**config.mk**
```make
export PLATFORM = sky130hd
export DESIGN_NAME = ctrl_alt_digit_chord_detector_unit_flat
export DESIGN_NICKNAME = d
export VERILOG_FILES = /design/src/cadcd_pkg.sv /design/src/cadcd_if.sv /design/src/cadcd_ctrl.sv /design/src/cadcd_dp.sv /design/src/ctrl_alt_digit_chord_detector_unit.sv /design/src/flat_wrapper.sv
export VERILOG_INCLUDE_DIRS = /design/src /design/src/src
export SDC_FILE = /design/constraint.sdc
export NUM_CORES = 1
export LEC_CHECK = 0
export BUFFER_PORTS_ARGS = -buffer_cell sky130_fd_sc_hd__buf_4
export CAP_MARGIN = 40
export CORE_MARGIN = 1.5
export CORE_UTILIZATION = 42
export CTS_CLUSTER_DIAMETER = 200
export DETAILED_ROUTE_END_ITERATION = 6
export REMOVE_ABC_BUFFERS = 1
export SKIP_CTS_REPAIR_TIMING = 1
export SLEW_MARGIN = 20
export SYNTH_ARGS = -nofsm -noshare
export SYNTH_HDL_FRONTEND = slang
export SYNTH_SLANG_ARGS = --single-unit
```
**constraint.sdc**
```tcl
create_clock -name clk -period 9.3 [get_ports clk]
set_input_delay 0.93 -clock clk [delete_from_list [all_inputs] [get_ports clk]]
set_output_delay 0.93 -clock clk [all_outputs]
set_load 0.01 [all_outputs]
```
**src/ctrl_alt_digit_chord_detector_unit_defines.svh**
```systemverilog
// ----------------------------------------------------------------------------
// Chord detector assertion macros
// Shared shorthand for the concurrent checks of the chord detector.
// ----------------------------------------------------------------------------
`ifndef CTRL_ALT_DIGIT_CHORD_DETECTOR_UNIT_DEFINES_SVH
`define CTRL_ALT_DIGIT_CHORD_DETECTOR_UNIT_DEFINES_SVH

// Same-cycle implication, off while reset is asserted.
`define CADCD_ASSERT_IMPL(lbl, clk_s, rst_n_s, ante, cons) \
	lbl: assert property (@(posedge clk_s) disable iff (!rst_n_s) (ante) |-> (cons)) \
		else $error("chord detector check failed");

// Next-cycle implication, off while reset is asserted.
`define CADCD_ASSERT_NEXT(lbl, clk_s, rst_n_s, ante, cons) \
	lbl: assert property (@(posedge clk_s) disable iff (!rst_n_s) (ante) |=> (cons)) \
		else $error("chord detector check failed");

`endif

```
**src/cadcd_pkg.sv**
```systemverilog
`timescale 1ns / 1ps
// ----------------------------------------------------------------------------
// Chord detector package
// Types, register indexes and state codes shared by the chord detector.
// ----------------------------------------------------------------------------
package cadcd_pkg;

	localparam int KEY_W  = 8;
	localparam int CFG_IW = 3;

	// Configuration register indexes
	localparam logic [CFG_IW-1:0] REG_CTRL_LEFT   = 3'd0;
	localparam logic [CFG_IW-1:0] REG_CTRL_RIGHT  = 3'd1;
	localparam logic [CFG_IW-1:0] REG_ALT_LEFT    = 3'd2;
	localparam logic [CFG_IW-1:0] REG_ALT_RIGHT   = 3'd3;
	localparam logic [CFG_IW-1:0] REG_DIGIT_FIRST = 3'd4;
	localparam logic [CFG_IW-1:0] REG_DIGIT_LAST  = 3'd5;

	// Register reset values
	localparam logic [KEY_W-1:0] RST_CTRL_LEFT   = 8'h1d;
	localparam logic [KEY_W-1:0] RST_CTRL_RIGHT  = 8'h61;
	localparam logic [KEY_W-1:0] RST_ALT_LEFT    = 8'h38;
	localparam logic [KEY_W-1:0] RST_ALT_RIGHT   = 8'h64;
	localparam logic [KEY_W-1:0] RST_DIGIT_FIRST = 8'h02;
	localparam logic [KEY_W-1:0] RST_DIGIT_LAST  = 8'h0b;

	// Chord machine codes, as seen on chord_state
	localparam logic [2:0] CH_EMPTY = 3'd0;
	localparam logic [2:0] CH_CTRL  = 3'd1;
	localparam logic [2:0] CH_ALT   = 3'd2;
	localparam logic [2:0] CH_BOTH  = 3'd3;
	localparam logic [2:0] CH_WAIT  = 3'd4;

	typedef enum logic [1:0] {
		S_IDLE,
		S_SCAN,
		S_SHIFT,
		S_FIN
	} cadcd_state_t;

	typedef enum logic [1:0] {
		RES_IGNORE,
		RES_OVF,
		RES_STEP
	} cadcd_res_t;

	typedef struct packed {
		logic       capture;
		logic       scan;
		logic       shift_start;
		logic       shift;
		logic       push;
		logic       pop;
		logic       finish;
		cadcd_res_t res;
	} cadcd_cmd_t;

	typedef struct packed {
		logic trivial;
		logic is_press;
		logic hit;
		logic miss_done;
		logic shift_done;
		logic full;
		logic out_free;
	} cadcd_status_t;

endpackage

```
**src/cadcd_if.sv**
```systemverilog
`timescale 1ns / 1ps
// ----------------------------------------------------------------------------
// Chord detector channels
// Keyboard event channel and result channel, valid/ready handshake.
// ----------------------------------------------------------------------------
interface cadcd_in_if;
	logic       valid;
	logic       ready;
	logic       event_kind;
	logic       key_down;
	logic [7:0] key_code;

	modport source (output valid, output event_kind, output key_down, output key_code,
		input ready);
	modport sink (input valid, input event_kind, input key_down, input key_code,
		output ready);
endinterface

interface cadcd_out_if;
	logic       valid;
	logic       ready;
	logic       switch_fire;
	logic [7:0] switch_target;
	logic [2:0] chord_state;
	logic [3:0] held_count;
	logic       event_used;
	logic       list_overflow;

	modport source (output valid, output switch_fire, output switch_target,
		output chord_state, output held_count, output event_used, output list_overflow,
		input ready);
	modport sink (input valid, input switch_fire, input switch_target,
		input chord_state, input held_count, input event_used, input list_overflow,
		output ready);
endinterface

```
**src/cadcd_ctrl.sv**
```systemverilog
`timescale 1ns / 1ps
// ----------------------------------------------------------------------------
// Chord detector controller
// Sequences capture, held-list scan, compaction and result load.
// ----------------------------------------------------------------------------
module cadcd_ctrl
	import cadcd_pkg::*;
(
	input  logic          clk,
	input  logic          arst_n,
	input  logic          in_valid,
	output logic          in_ready,
	input  cadcd_status_t status,
	output cadcd_cmd_t    cmd
);

	cadcd_state_t state_q, state_d;
	cadcd_res_t   res_q, res_d;

	always_ff @(posedge clk or negedge arst_n) begin
		if (!arst_n) begin
			state_q <= S_IDLE;
			res_q   <= RES_IGNORE;
		end else begin
			state_q <= state_d;
			res_q   <= res_d;
		end
	end

	always_comb begin
		state_d  = state_q;
		res_d    = res_q;
		cmd      = '0;
		cmd.res  = res_q;
		in_ready = 1'b0;
		case (state_q)
			S_IDLE: begin
				in_ready = 1'b1;
				if (in_valid) begin
					cmd.capture = 1'b1;
					state_d     = S_SCAN;
				end
			end
			S_SCAN: begin
				if (status.trivial) begin
					res_d   = RES_IGNORE;
					state_d = S_FIN;
				end else begin
					cmd.scan = 1'b1;
					if (status.hit) begin
						if (status.is_press) begin
							// duplicate press
							res_d   = RES_IGNORE;
							state_d = S_FIN;
						end else begin
							cmd.shift_start = 1'b1;
							state_d         = S_SHIFT;
						end
					end else if (status.miss_done) begin
						if (!status.is_press) begin
							// release of an unheld key still steps the machine
							res_d   = RES_STEP;
							state_d = S_FIN;
						end else if (status.full) begin
							res_d   = RES_OVF;
							state_d = S_FIN;
						end else begin
							cmd.push = 1'b1;
							res_d    = RES_STEP;
							state_d  = S_FIN;
						end
					end
				end
			end
			S_SHIFT: begin
				cmd.shift = 1'b1;
				if (status.shift_done) begin
					cmd.pop = 1'b1;
					res_d   = RES_STEP;
					state_d = S_FIN;
				end
			end
			S_FIN: begin
				if (status.out_free) begin
					cmd.finish = 1'b1;
					state_d    = S_IDLE;
				end
			end
			default: begin
				state_d = S_IDLE;
			end
		endcase
	end

endmodule

```
**src/cadcd_dp.sv**
```systemverilog
`timescale 1ns / 1ps
// ----------------------------------------------------------------------------
// Chord detector datapath
// Held-key list, count, chord register, config registers, result register.
// ----------------------------------------------------------------------------
`include "ctrl_alt_digit_chord_detector_unit_defines.svh"

module cadcd_dp
	import cadcd_pkg::*;
#(
	parameter int MAX_HELD = 8
) (
	input  logic              clk,
	input  logic              arst_n,
	input  logic              cfg_we,
	input  logic [CFG_IW-1:0] cfg_index,
	input  logic [KEY_W-1:0]  cfg_data,
	input  logic              event_kind,
	input  logic              key_down,
	input  logic [KEY_W-1:0]  key_code,
	input  cadcd_cmd_t        cmd,
	output cadcd_status_t     status,
	output logic              out_valid,
	input  logic              out_ready,
	output logic              switch_fire,
	output logic [KEY_W-1:0]  switch_target,
	output logic [2:0]        chord_state,
	output logic [3:0]        held_count,
	output logic              event_used,
	output logic              list_overflow
);

	localparam int AW = $clog2(MAX_HELD);
	localparam int CW = $clog2(MAX_HELD + 1);

	logic [KEY_W-1:0] mem [MAX_HELD];

	logic [KEY_W-1:0] ctrl_l_q, ctrl_r_q, alt_l_q, alt_r_q, dig_first_q, dig_last_q;
	logic             kind_q, down_q;
	logic [KEY_W-1:0] key_q;
	logic [CW-1:0]    total_q;
	logic [CW-1:0]    idx_q;
	logic             rd_vld_s1;
	logic [AW-1:0]    rd_idx_s1;
	logic [KEY_W-1:0] rd_data_s1;
	logic [2:0]       chord_q;
	logic             out_vld_q;

	logic             issue;
	logic             wr_en;
	logic [AW-1:0]    wr_addr;
	logic [KEY_W-1:0] wr_data;
	logic             key_ctrl, key_alt, key_digit;
	logic [2:0]       chord_next;
	logic             fire;

	// Configuration registers
	always_ff @(posedge clk or negedge arst_n) begin
		if (!arst_n) begin
			ctrl_l_q    <= RST_CTRL_LEFT;
			ctrl_r_q    <= RST_CTRL_RIGHT;
			alt_l_q     <= RST_ALT_LEFT;
			alt_r_q     <= RST_ALT_RIGHT;
			dig_first_q <= RST_DIGIT_FIRST;
			dig_last_q  <= RST_DIGIT_LAST;
		end else if (cfg_we) begin
			case (cfg_index)
				REG_CTRL_LEFT:   ctrl_l_q    <= cfg_data;
				REG_CTRL_RIGHT:  ctrl_r_q    <= cfg_data;
				REG_ALT_LEFT:    alt_l_q     <= cfg_data;
				REG_ALT_RIGHT:   alt_r_q     <= cfg_data;
				REG_DIGIT_FIRST: dig_first_q <= cfg_data;
				REG_DIGIT_LAST:  dig_last_q  <= cfg_data;
				default: ;
			endcase
		end
	end

	// Captured event
	always_ff @(posedge clk) begin
		if (cmd.capture) begin
			kind_q <= event_kind;
			down_q <= key_down;
			key_q  <= key_code;
		end
	end

	// Walk one list entry per cycle; read data is registered and lands in the next cycle
	assign issue = (cmd.scan || cmd.shift) && (idx_q < total_q);

	always_ff @(posedge clk or negedge arst_n) begin
		if (!arst_n) begin
			idx_q     <= '0;
			rd_vld_s1 <= 1'b0;
		end else if (cmd.capture) begin
			idx_q     <= '0;
			rd_vld_s1 <= 1'b0;
		end else if (cmd.shift_start) begin
			idx_q     <= CW'(rd_idx_s1) + CW'(1);
			rd_vld_s1 <= 1'b0;
		end else begin
			if (issue) begin
				idx_q <= idx_q + CW'(1);
			end
			rd_vld_s1 <= issue;
		end
	end

	always_ff @(posedge clk) begin
		if (issue) begin
			rd_idx_s1 <= idx_q[AW-1:0];
		end
	end

	// Held-key memory: one write and one registered read a cycle
	always_comb begin
		wr_en   = 1'b0;
		wr_addr = total_q[AW-1:0];
		wr_data = key_q;
		if (cmd.shift && rd_vld_s1) begin
			// move the entry down over the released key
			wr_en   = 1'b1;
			wr_addr = rd_idx_s1 - AW'(1);
			wr_data = rd_data_s1;
		end else if (cmd.push) begin
			wr_en = 1'b1;
		end
	end

	always_ff @(posedge clk) begin
		if (wr_en) begin
			mem[wr_addr] <= wr_data;
		end
		if (issue) begin
			rd_data_s1 <= mem[idx_q[AW-1:0]];
		end
	end

	always_ff @(posedge clk or negedge arst_n) begin
		if (!arst_n) begin
			total_q <= '0;
		end else if (cmd.push) begin
			total_q <= total_q + CW'(1);
		end else if (cmd.pop) begin
			total_q <= total_q - CW'(1);
		end
	end

	// Chord machine step
	assign key_ctrl  = (key_q == ctrl_l_q) || (key_q == ctrl_r_q);
	assign key_alt   = (key_q == alt_l_q) || (key_q == alt_r_q);
	assign key_digit = (key_q >= dig_first_q) && (key_q <= dig_last_q);

	always_comb begin
		chord_next = CH_WAIT;
		fire       = 1'b0;
		case (chord_q)
			CH_EMPTY: begin
				if (key_ctrl) begin
					chord_next = CH_CTRL;
				end else if (key_alt) begin
					chord_next = CH_ALT;
				end
			end
			CH_CTRL: if (key_alt) chord_next = CH_BOTH;
			CH_ALT:  if (key_ctrl) chord_next = CH_BOTH;
			CH_BOTH: fire = key_digit;
			CH_WAIT: if (total_q == '0) chord_next = CH_EMPTY;
			default: chord_next = CH_WAIT;
		endcase
	end

	always_ff @(posedge clk or negedge arst_n) begin
		if (!arst_n) begin
			chord_q <= CH_EMPTY;
		end else if (cmd.finish && cmd.res == RES_STEP) begin
			chord_q <= chord_next;
		end
	end

	// Result register
	always_ff @(posedge clk or negedge arst_n) begin
		if (!arst_n) begin
			out_vld_q <= 1'b0;
		end else if (cmd.finish) begin
			out_vld_q <= 1'b1;
		end else if (out_ready) begin
			out_vld_q <= 1'b0;
		end
	end

	always_ff @(posedge clk) begin
		if (cmd.finish) begin
			switch_fire   <= (cmd.res == RES_STEP) && fire;
			switch_target <= ((cmd.res == RES_STEP) && fire) ? (key_q - dig_first_q) : '0;
			chord_state   <= (cmd.res == RES_STEP) ? chord_next : chord_q;
			held_count    <= 4'(total_q);
			event_used    <= (cmd.res == RES_STEP);
			list_overflow <= (cmd.res == RES_OVF);
		end
	end

	assign out_valid = out_vld_q;

	assign status.trivial    = !kind_q || (!down_q && (total_q == '0));
	assign status.is_press   = down_q;
	assign status.hit        = rd_vld_s1 && (rd_data_s1 == key_q);
	assign status.miss_done  = !rd_vld_s1 && (idx_q >= total_q);
	assign status.shift_done = !rd_vld_s1 && (idx_q >= total_q);
	assign status.full       = (total_q == CW'(MAX_HELD));
	assign status.out_free   = !out_vld_q || out_ready;

	`CADCD_ASSERT_IMPL(a_total_bound, clk, arst_n, 1'b1, total_q <= CW'(MAX_HELD))
	`CADCD_ASSERT_IMPL(a_shift_addr, clk, arst_n, cmd.shift && rd_vld_s1, rd_idx_s1 != '0)
	`CADCD_ASSERT_NEXT(a_push_grows, clk, arst_n, cmd.push, total_q == $past(total_q) + CW'(1))

endmodule

```
**src/ctrl_alt_digit_chord_detector_unit.sv**
```systemverilog
`timescale 1ns / 1ps
// ----------------------------------------------------------------------------
// Ctrl-Alt-digit chord detector
// Tracks held keys and fires a switch request on a Ctrl+Alt+digit chord.
// ----------------------------------------------------------------------------
// Usage:
//   in_ch  carries keyboard events (event_kind, key_down, key_code). An item
//          is taken when valid and ready are both high; ready is high only
//          while the sequencer is idle, so one event is in work at a time.
//   out_ch carries exactly one result item per event: fire flag and target,
//          chord state, held count, used and overflow flags.
//   cfg_*  writes one of six 8-bit keycode registers per cycle; write only
//          while no event is in work. Indexes beyond the list are dropped.
// Sequence: a non-key event, or a release into an empty list, goes from
//   capture straight to its final step; a press into an empty list is pushed
//   and then finishes. A scan walks the held entries and stops at a match or
//   at the end of the list; a release that matches then moves the later
//   entries down over it. The walk is paced by the single read port of the
//   held-key memory, one entry a cycle.
// Throughput: the next event is taken the cycle after a result is loaded,
//   even while that result still waits in the output register.
// Reset: clears the held count, the chord machine (empty), the sequencer and
//   the output valid; keycode registers return to their defaults.
// Stall: when out_ch is not ready, the finished result holds in the output
//   register and the next event waits at its final step until the slot frees.
// ----------------------------------------------------------------------------
module ctrl_alt_digit_chord_detector_unit
	import cadcd_pkg::*;
#(
	parameter int MAX_HELD = 8
) (
	input  logic              clk,
	input  logic              arst_n,
	cadcd_in_if.sink          in_ch,
	cadcd_out_if.source       out_ch,
	input  logic              cfg_we,
	input  logic [CFG_IW-1:0] cfg_index,
	input  logic [KEY_W-1:0]  cfg_data
);

	cadcd_cmd_t    cmd;
	cadcd_status_t status;

	// Sequencer: capture, scan, compact, load result
	cadcd_ctrl u_ctrl (
		.clk      (clk),
		.arst_n   (arst_n),
		.in_valid (in_ch.valid),
		.in_ready (in_ch.ready),
		.status   (status),
		.cmd      (cmd)
	);

	// Held list, chord register, keycode registers and output register
	cadcd_dp #(
		.MAX_HELD (MAX_HELD)
	) u_dp (
		.clk           (clk),
		.arst_n        (arst_n),
		.cfg_we        (cfg_we),
		.cfg_index     (cfg_index),
		.cfg_data      (cfg_data),
		.event_kind    (in_ch.event_kind),
		.key_down      (in_ch.key_down),
		.key_code      (in_ch.key_code),
		.cmd           (cmd),
		.status        (status),
		.out_valid     (out_ch.valid),
		.out_ready     (out_ch.ready),
		.switch_fire   (out_ch.switch_fire),
		.switch_target (out_ch.switch_target),
		.chord_state   (out_ch.chord_state),
		.held_count    (out_ch.held_count),
		.event_used    (out_ch.event_used),
		.list_overflow (out_ch.list_overflow)
	);

endmodule
```
**src/flat_wrapper.sv**
```systemverilog
// flat-port wrapper written by rule: the top's interface ports become plain ports
module ctrl_alt_digit_chord_detector_unit_flat import cadcd_pkg::*;
#(
	parameter int MAX_HELD = 8
)
  (clk, arst_n, cfg_we, cfg_index, cfg_data, in_ch_valid, in_ch_event_kind, in_ch_key_down, in_ch_key_code, in_ch_ready, out_ch_valid, out_ch_switch_fire, out_ch_switch_target, out_ch_chord_state, out_ch_held_count, out_ch_event_used, out_ch_list_overflow, out_ch_ready);
  cadcd_in_if in_ch_i ();
  cadcd_out_if out_ch_i ();
  input  logic clk;
  input  logic arst_n;
  input  logic cfg_we;
  input  logic [CFG_IW-1:0] cfg_index;
  input  logic [KEY_W-1:0] cfg_data;
  input wire logic [$bits(in_ch_i.valid)-1:0] in_ch_valid;
  input wire logic [$bits(in_ch_i.event_kind)-1:0] in_ch_event_kind;
  input wire logic [$bits(in_ch_i.key_down)-1:0] in_ch_key_down;
  input wire logic [$bits(in_ch_i.key_code)-1:0] in_ch_key_code;
  output wire logic [$bits(in_ch_i.ready)-1:0] in_ch_ready;
  output wire logic [$bits(out_ch_i.valid)-1:0] out_ch_valid;
  output wire logic [$bits(out_ch_i.switch_fire)-1:0] out_ch_switch_fire;
  output wire logic [$bits(out_ch_i.switch_target)-1:0] out_ch_switch_target;
  output wire logic [$bits(out_ch_i.chord_state)-1:0] out_ch_chord_state;
  output wire logic [$bits(out_ch_i.held_count)-1:0] out_ch_held_count;
  output wire logic [$bits(out_ch_i.event_used)-1:0] out_ch_event_used;
  output wire logic [$bits(out_ch_i.list_overflow)-1:0] out_ch_list_overflow;
  input wire logic [$bits(out_ch_i.ready)-1:0] out_ch_ready;
  assign in_ch_i.valid = in_ch_valid;
  assign in_ch_i.event_kind = in_ch_event_kind;
  assign in_ch_i.key_down = in_ch_key_down;
  assign in_ch_i.key_code = in_ch_key_code;
  assign in_ch_ready = in_ch_i.ready;
  assign out_ch_valid = out_ch_i.valid;
  assign out_ch_switch_fire = out_ch_i.switch_fire;
  assign out_ch_switch_target = out_ch_i.switch_target;
  assign out_ch_chord_state = out_ch_i.chord_state;
  assign out_ch_held_count = out_ch_i.held_count;
  assign out_ch_event_used = out_ch_i.event_used;
  assign out_ch_list_overflow = out_ch_i.list_overflow;
  assign out_ch_i.ready = out_ch_ready;
  ctrl_alt_digit_chord_detector_unit #(.MAX_HELD(MAX_HELD)) u_core (.clk(clk), .arst_n(arst_n), .in_ch(in_ch_i), .out_ch(out_ch_i), .cfg_we(cfg_we), .cfg_index(cfg_index), .cfg_data(cfg_data));
endmodule
```
==> summary.md <==
| Metric | Value |
|---|---|
| EDFF count, synth | `103` |
| Tightest Hold Check Type | `in2async` |
| Hold slack | `0.390 ns` |
| Relative slew slack | `0.486` |
| Root buffer cell | `clkbuf_16` |
| Final Hold Fails | `0` |
| CP endpoint | `u_core.u_dp.total_q[3]$_DFFE_PN0P_` |
| Yosys top cell by area | `edfxtp_1` |
| RSZ-0062 raised after global routing | `false` |
| Largest cells by area after synthesis | `edfxtp_1, dfrtp_1, mux2_2` |
| Port Buf Inserts | `45` |
| FF-to-FF path depth | `11` |
| Critical path data required time | `9.62 ns` |
| Period minus WS final | `3.38 ns` |
| Die Span Y | `140 µm` |
| Max_cap viols | `0` |
| Worst Path Arrival | `3.71 ns` |
| Final Power | `2.54 mW` |
| Die area | `19700 µm²` |
| Wirelength, routed | `16600 µm` |
| Worst reg-to-reg setup slack | `5.92 ns` |
| Worst Clk Skew | `0.0136 ns` |
| Final Wtd Congestion | `0.848` |
| Die width | `140 µm` |
| Mapped Area | `7940 µm²` |
| CTS max path bufs | `2` |
| Gate Count Post-Synth | `573` |
| Final WS setup | `5.92 ns` |
| Final Max Tran Viols | `0` |
| Cell variety after synth | `60` |
| Vias per inst | `5.43` |
| WS Path Type | `reg2reg` |
| Clock latency on the worst-skew pair | `0.43 ns` |
| Most frequent cells in the layout | `edfxtp_1, mux2_2, dfrtp_1` |
| ANT nets after route | `0` |
| Starting DRT DRC Count | `324` |
| Drt drc | `0` |
| Main synth FF type | `edfxtp_1` |
| CTS buffer count | `17` |
| Yosys Warn Count | `0` |
| Initial Util | `0.426` |
| Final setup TNS | `0 ns` |
| Final period util | `0.364` |
| Share of layout cells above drive strength 1 | `0.289` |
| CTS sink count | `168` |
| Layout overhead on the synthesized area | `15.2%` |
| R2r startpoint | `u_core.u_dp.idx_q[0]$_DFFE_PN0P_` |
| R2r endpoint | `u_core.u_dp.total_q[3]$_DFFE_PN0P_` |
| Worst-Margin Slew | `0.768 ns` |
| Placeable Area | `18600 µm²` |
| Mapped Avg Cell Area | `13.9 µm²` |
| Setup crit start | `u_core.u_dp.idx_q[0]$_DFFE_PN0P_` |
| Nets@finish | `673` |
| Largest net degree at the start of global routing | `66` |
| Share of synthesized registers carrying an async set or reset | `0.387` |
| Static leakage | `3.43 nW` |
| Peak supply drop | `119 µV` |
| PwrDens | `277 nW/µm²` |
| N_diodes | `0` |
| Ports | `46` |
| Total GRT Usage | `0.177` |
| CP Launch Type | `flip-flop` |
| CTS tree | `yes` |
| Routed length per instance | `19.1 µm` |
| Post-synth top area share | `0.390` |
| Fmax | `295 MHz` |
| Via Count | `4717` |
| Place WS | `5.97 ns` |
| Global route total overflow | `0` |
| First-pass GRT wire length | `26400 µm` |
| TritonRoute pass-1 iters | `5` |
| Row count | `50` |
| CP Max Fanout | `11` |
| Commonest non-fill, non-tap cell in the layout | `edfxtp_1` |
| Critical Path End Type | `flip-flop` |
| Number of global-route vias before repair | `4771` |
| Clk slew on worst S/H paths | `0.07 ns` |
| H-tree Lvls | `4` |
| #FFs+latches synth | `168` |
| Setup violators final | `0` |
| Seq/Total Area, Yosys | `0.597` |
| Post-DP HPWL | `11500 µm` |
| Status | `complete, no violations` |
| Initial antenna violation count | `0` |
-- metal layers --
metal,global-route usage,routed length (µm),vias to the layer above
met5,0,0,-
met4,0.0510,243,0
met3,0.0390,662,17
met2,0.284,7920,82
met1,0.244,7790,2392
li1,-,-,2226
-- state kept, by name, summed over array words and instances, names as in the netlist, 8 cells and up --
| name | cells |
|---|---|
| u_core.u_dp.alt_r_q | 8 |
| u_core.u_dp.rd_data_s1 | 8 |
| u_core.u_dp.dig_last_q | 8 |
| u_core.u_dp.key_q | 8 |
| u_core.u_dp.ctrl_l_q | 8 |
| u_core.u_dp.alt_l_q | 8 |
| u_core.u_dp.dig_first_q | 8 |
| u_core.u_dp.ctrl_r_q | 8 |
| u_core.u_dp.switch_target | 8 |
| u_core.u_dp.mem | 64 |
-- synthesized netlist by cell type (6+ instances only) --
| cell type | count |
|---|---|
| inv_1 | 34 |
| mux2_2 | 59 |
| edfxtp_1 | 103 |
| clkbuf_1 | 6 |
| ha_1 | 24 |
| o211ai_1 | 6 |
| nor3_1 | 14 |
| dfstp_2 | 17 |
| nand2_1 | 32 |
| buf_2 | 10 |
| a21oi_1 | 10 |
| xnor2_1 | 25 |
| mux4_2 | 16 |
| xor2_1 | 27 |
| o21ai_0 | 21 |
| nor2_1 | 34 |
| nand3_1 | 6 |
| dfrtp_1 | 48 |
| nor2b_1 | 8 |
-- worst min-delay path by stage --
stage / start / endpoint / slack [ns]
after floorplan: u_core.u_dp.dig_last_q[2]$_DFFE_PN0P_ / u_core.u_dp.dig_last_q[2]$_DFFE_PN0P_ / 0.48
after global placement: u_core.u_dp.dig_last_q[2]$_DFFE_PN0P_ / u_core.u_dp.dig_last_q[2]$_DFFE_PN0P_ / 0.49
after detailed placement: u_core.u_dp.dig_last_q[6]$_DFFE_PN0P_ / u_core.u_dp.dig_last_q[6]$_DFFE_PN0P_ / 0.50
after CTS: u_core.u_dp.dig_last_q[6]$_DFFE_PN0P_ / u_core.u_dp.dig_last_q[6]$_DFFE_PN0P_ / 0.51
after global routing: arst_n / u_core.u_dp.ctrl_l_q[1]$_DFFE_PN0P_ / 0.39
final: arst_n / u_core.u_dp.ctrl_r_q[4]$_DFFE_PN0P_ / 0.39
-- cell type report --
class / count / area [µm²]
clock buffer: 17 / 425
clock inverter: 15 / 191
fill: 1622 / 9490
inverter: 34 / 128
multi-input combinational: 350 / 2960
sequential: 168 / 4740
tap: 234 / 293
timing repair buffer: 50 / 410
-- through the flow --
| stage | std cells | utilization | area, µm² |
|---|---|---|---|
| after detailed placement | 834 | 0.455 | 8490 |
| after CTS | 866 | 0.488 | 9110 |
| final | 868 | 0.491 | 9150 |
| after global placement | 833 | 0.455 | 8470 |
| after global routing | 868 | 0.491 | 9150 |
| after floorplan | 552 | - | 7830 |
-- logic make-up after synthesis --
logic type	count (synthesis)	synth area share
muxes	76	0.130
DFF	168	0.597
buffers and inverters	55	0.0299
adders and majority gates	26	0.0429
AOI/OAI and AO/OA	74	0.0635
xor gates and xnor gates	52	0.0574
and+or+nand+nor	122	0.0788
-- report_power, final --
part | internal [mW] | switching (mW)
clock | 0.369 | 0.346
combinational | 0.338 | 0.358
sequential | 0.988 | 0.139
-- critical path, stage by stage, from the launching register on --
cell,delay [ns]
dfrtp_1,0.73
inv_1,0.14
ha_1,0.30
o21ai_0,0.12
a221oi_1,0.55
nand2_1,0.28
ha_1,0.37
a21o_1,0.18
a21oi_1,0.19
mux2i_1,0.23
nor2_1,0.07
xnor2_1,0.13
Note: power is estimated with default switching activity, not from simulation.
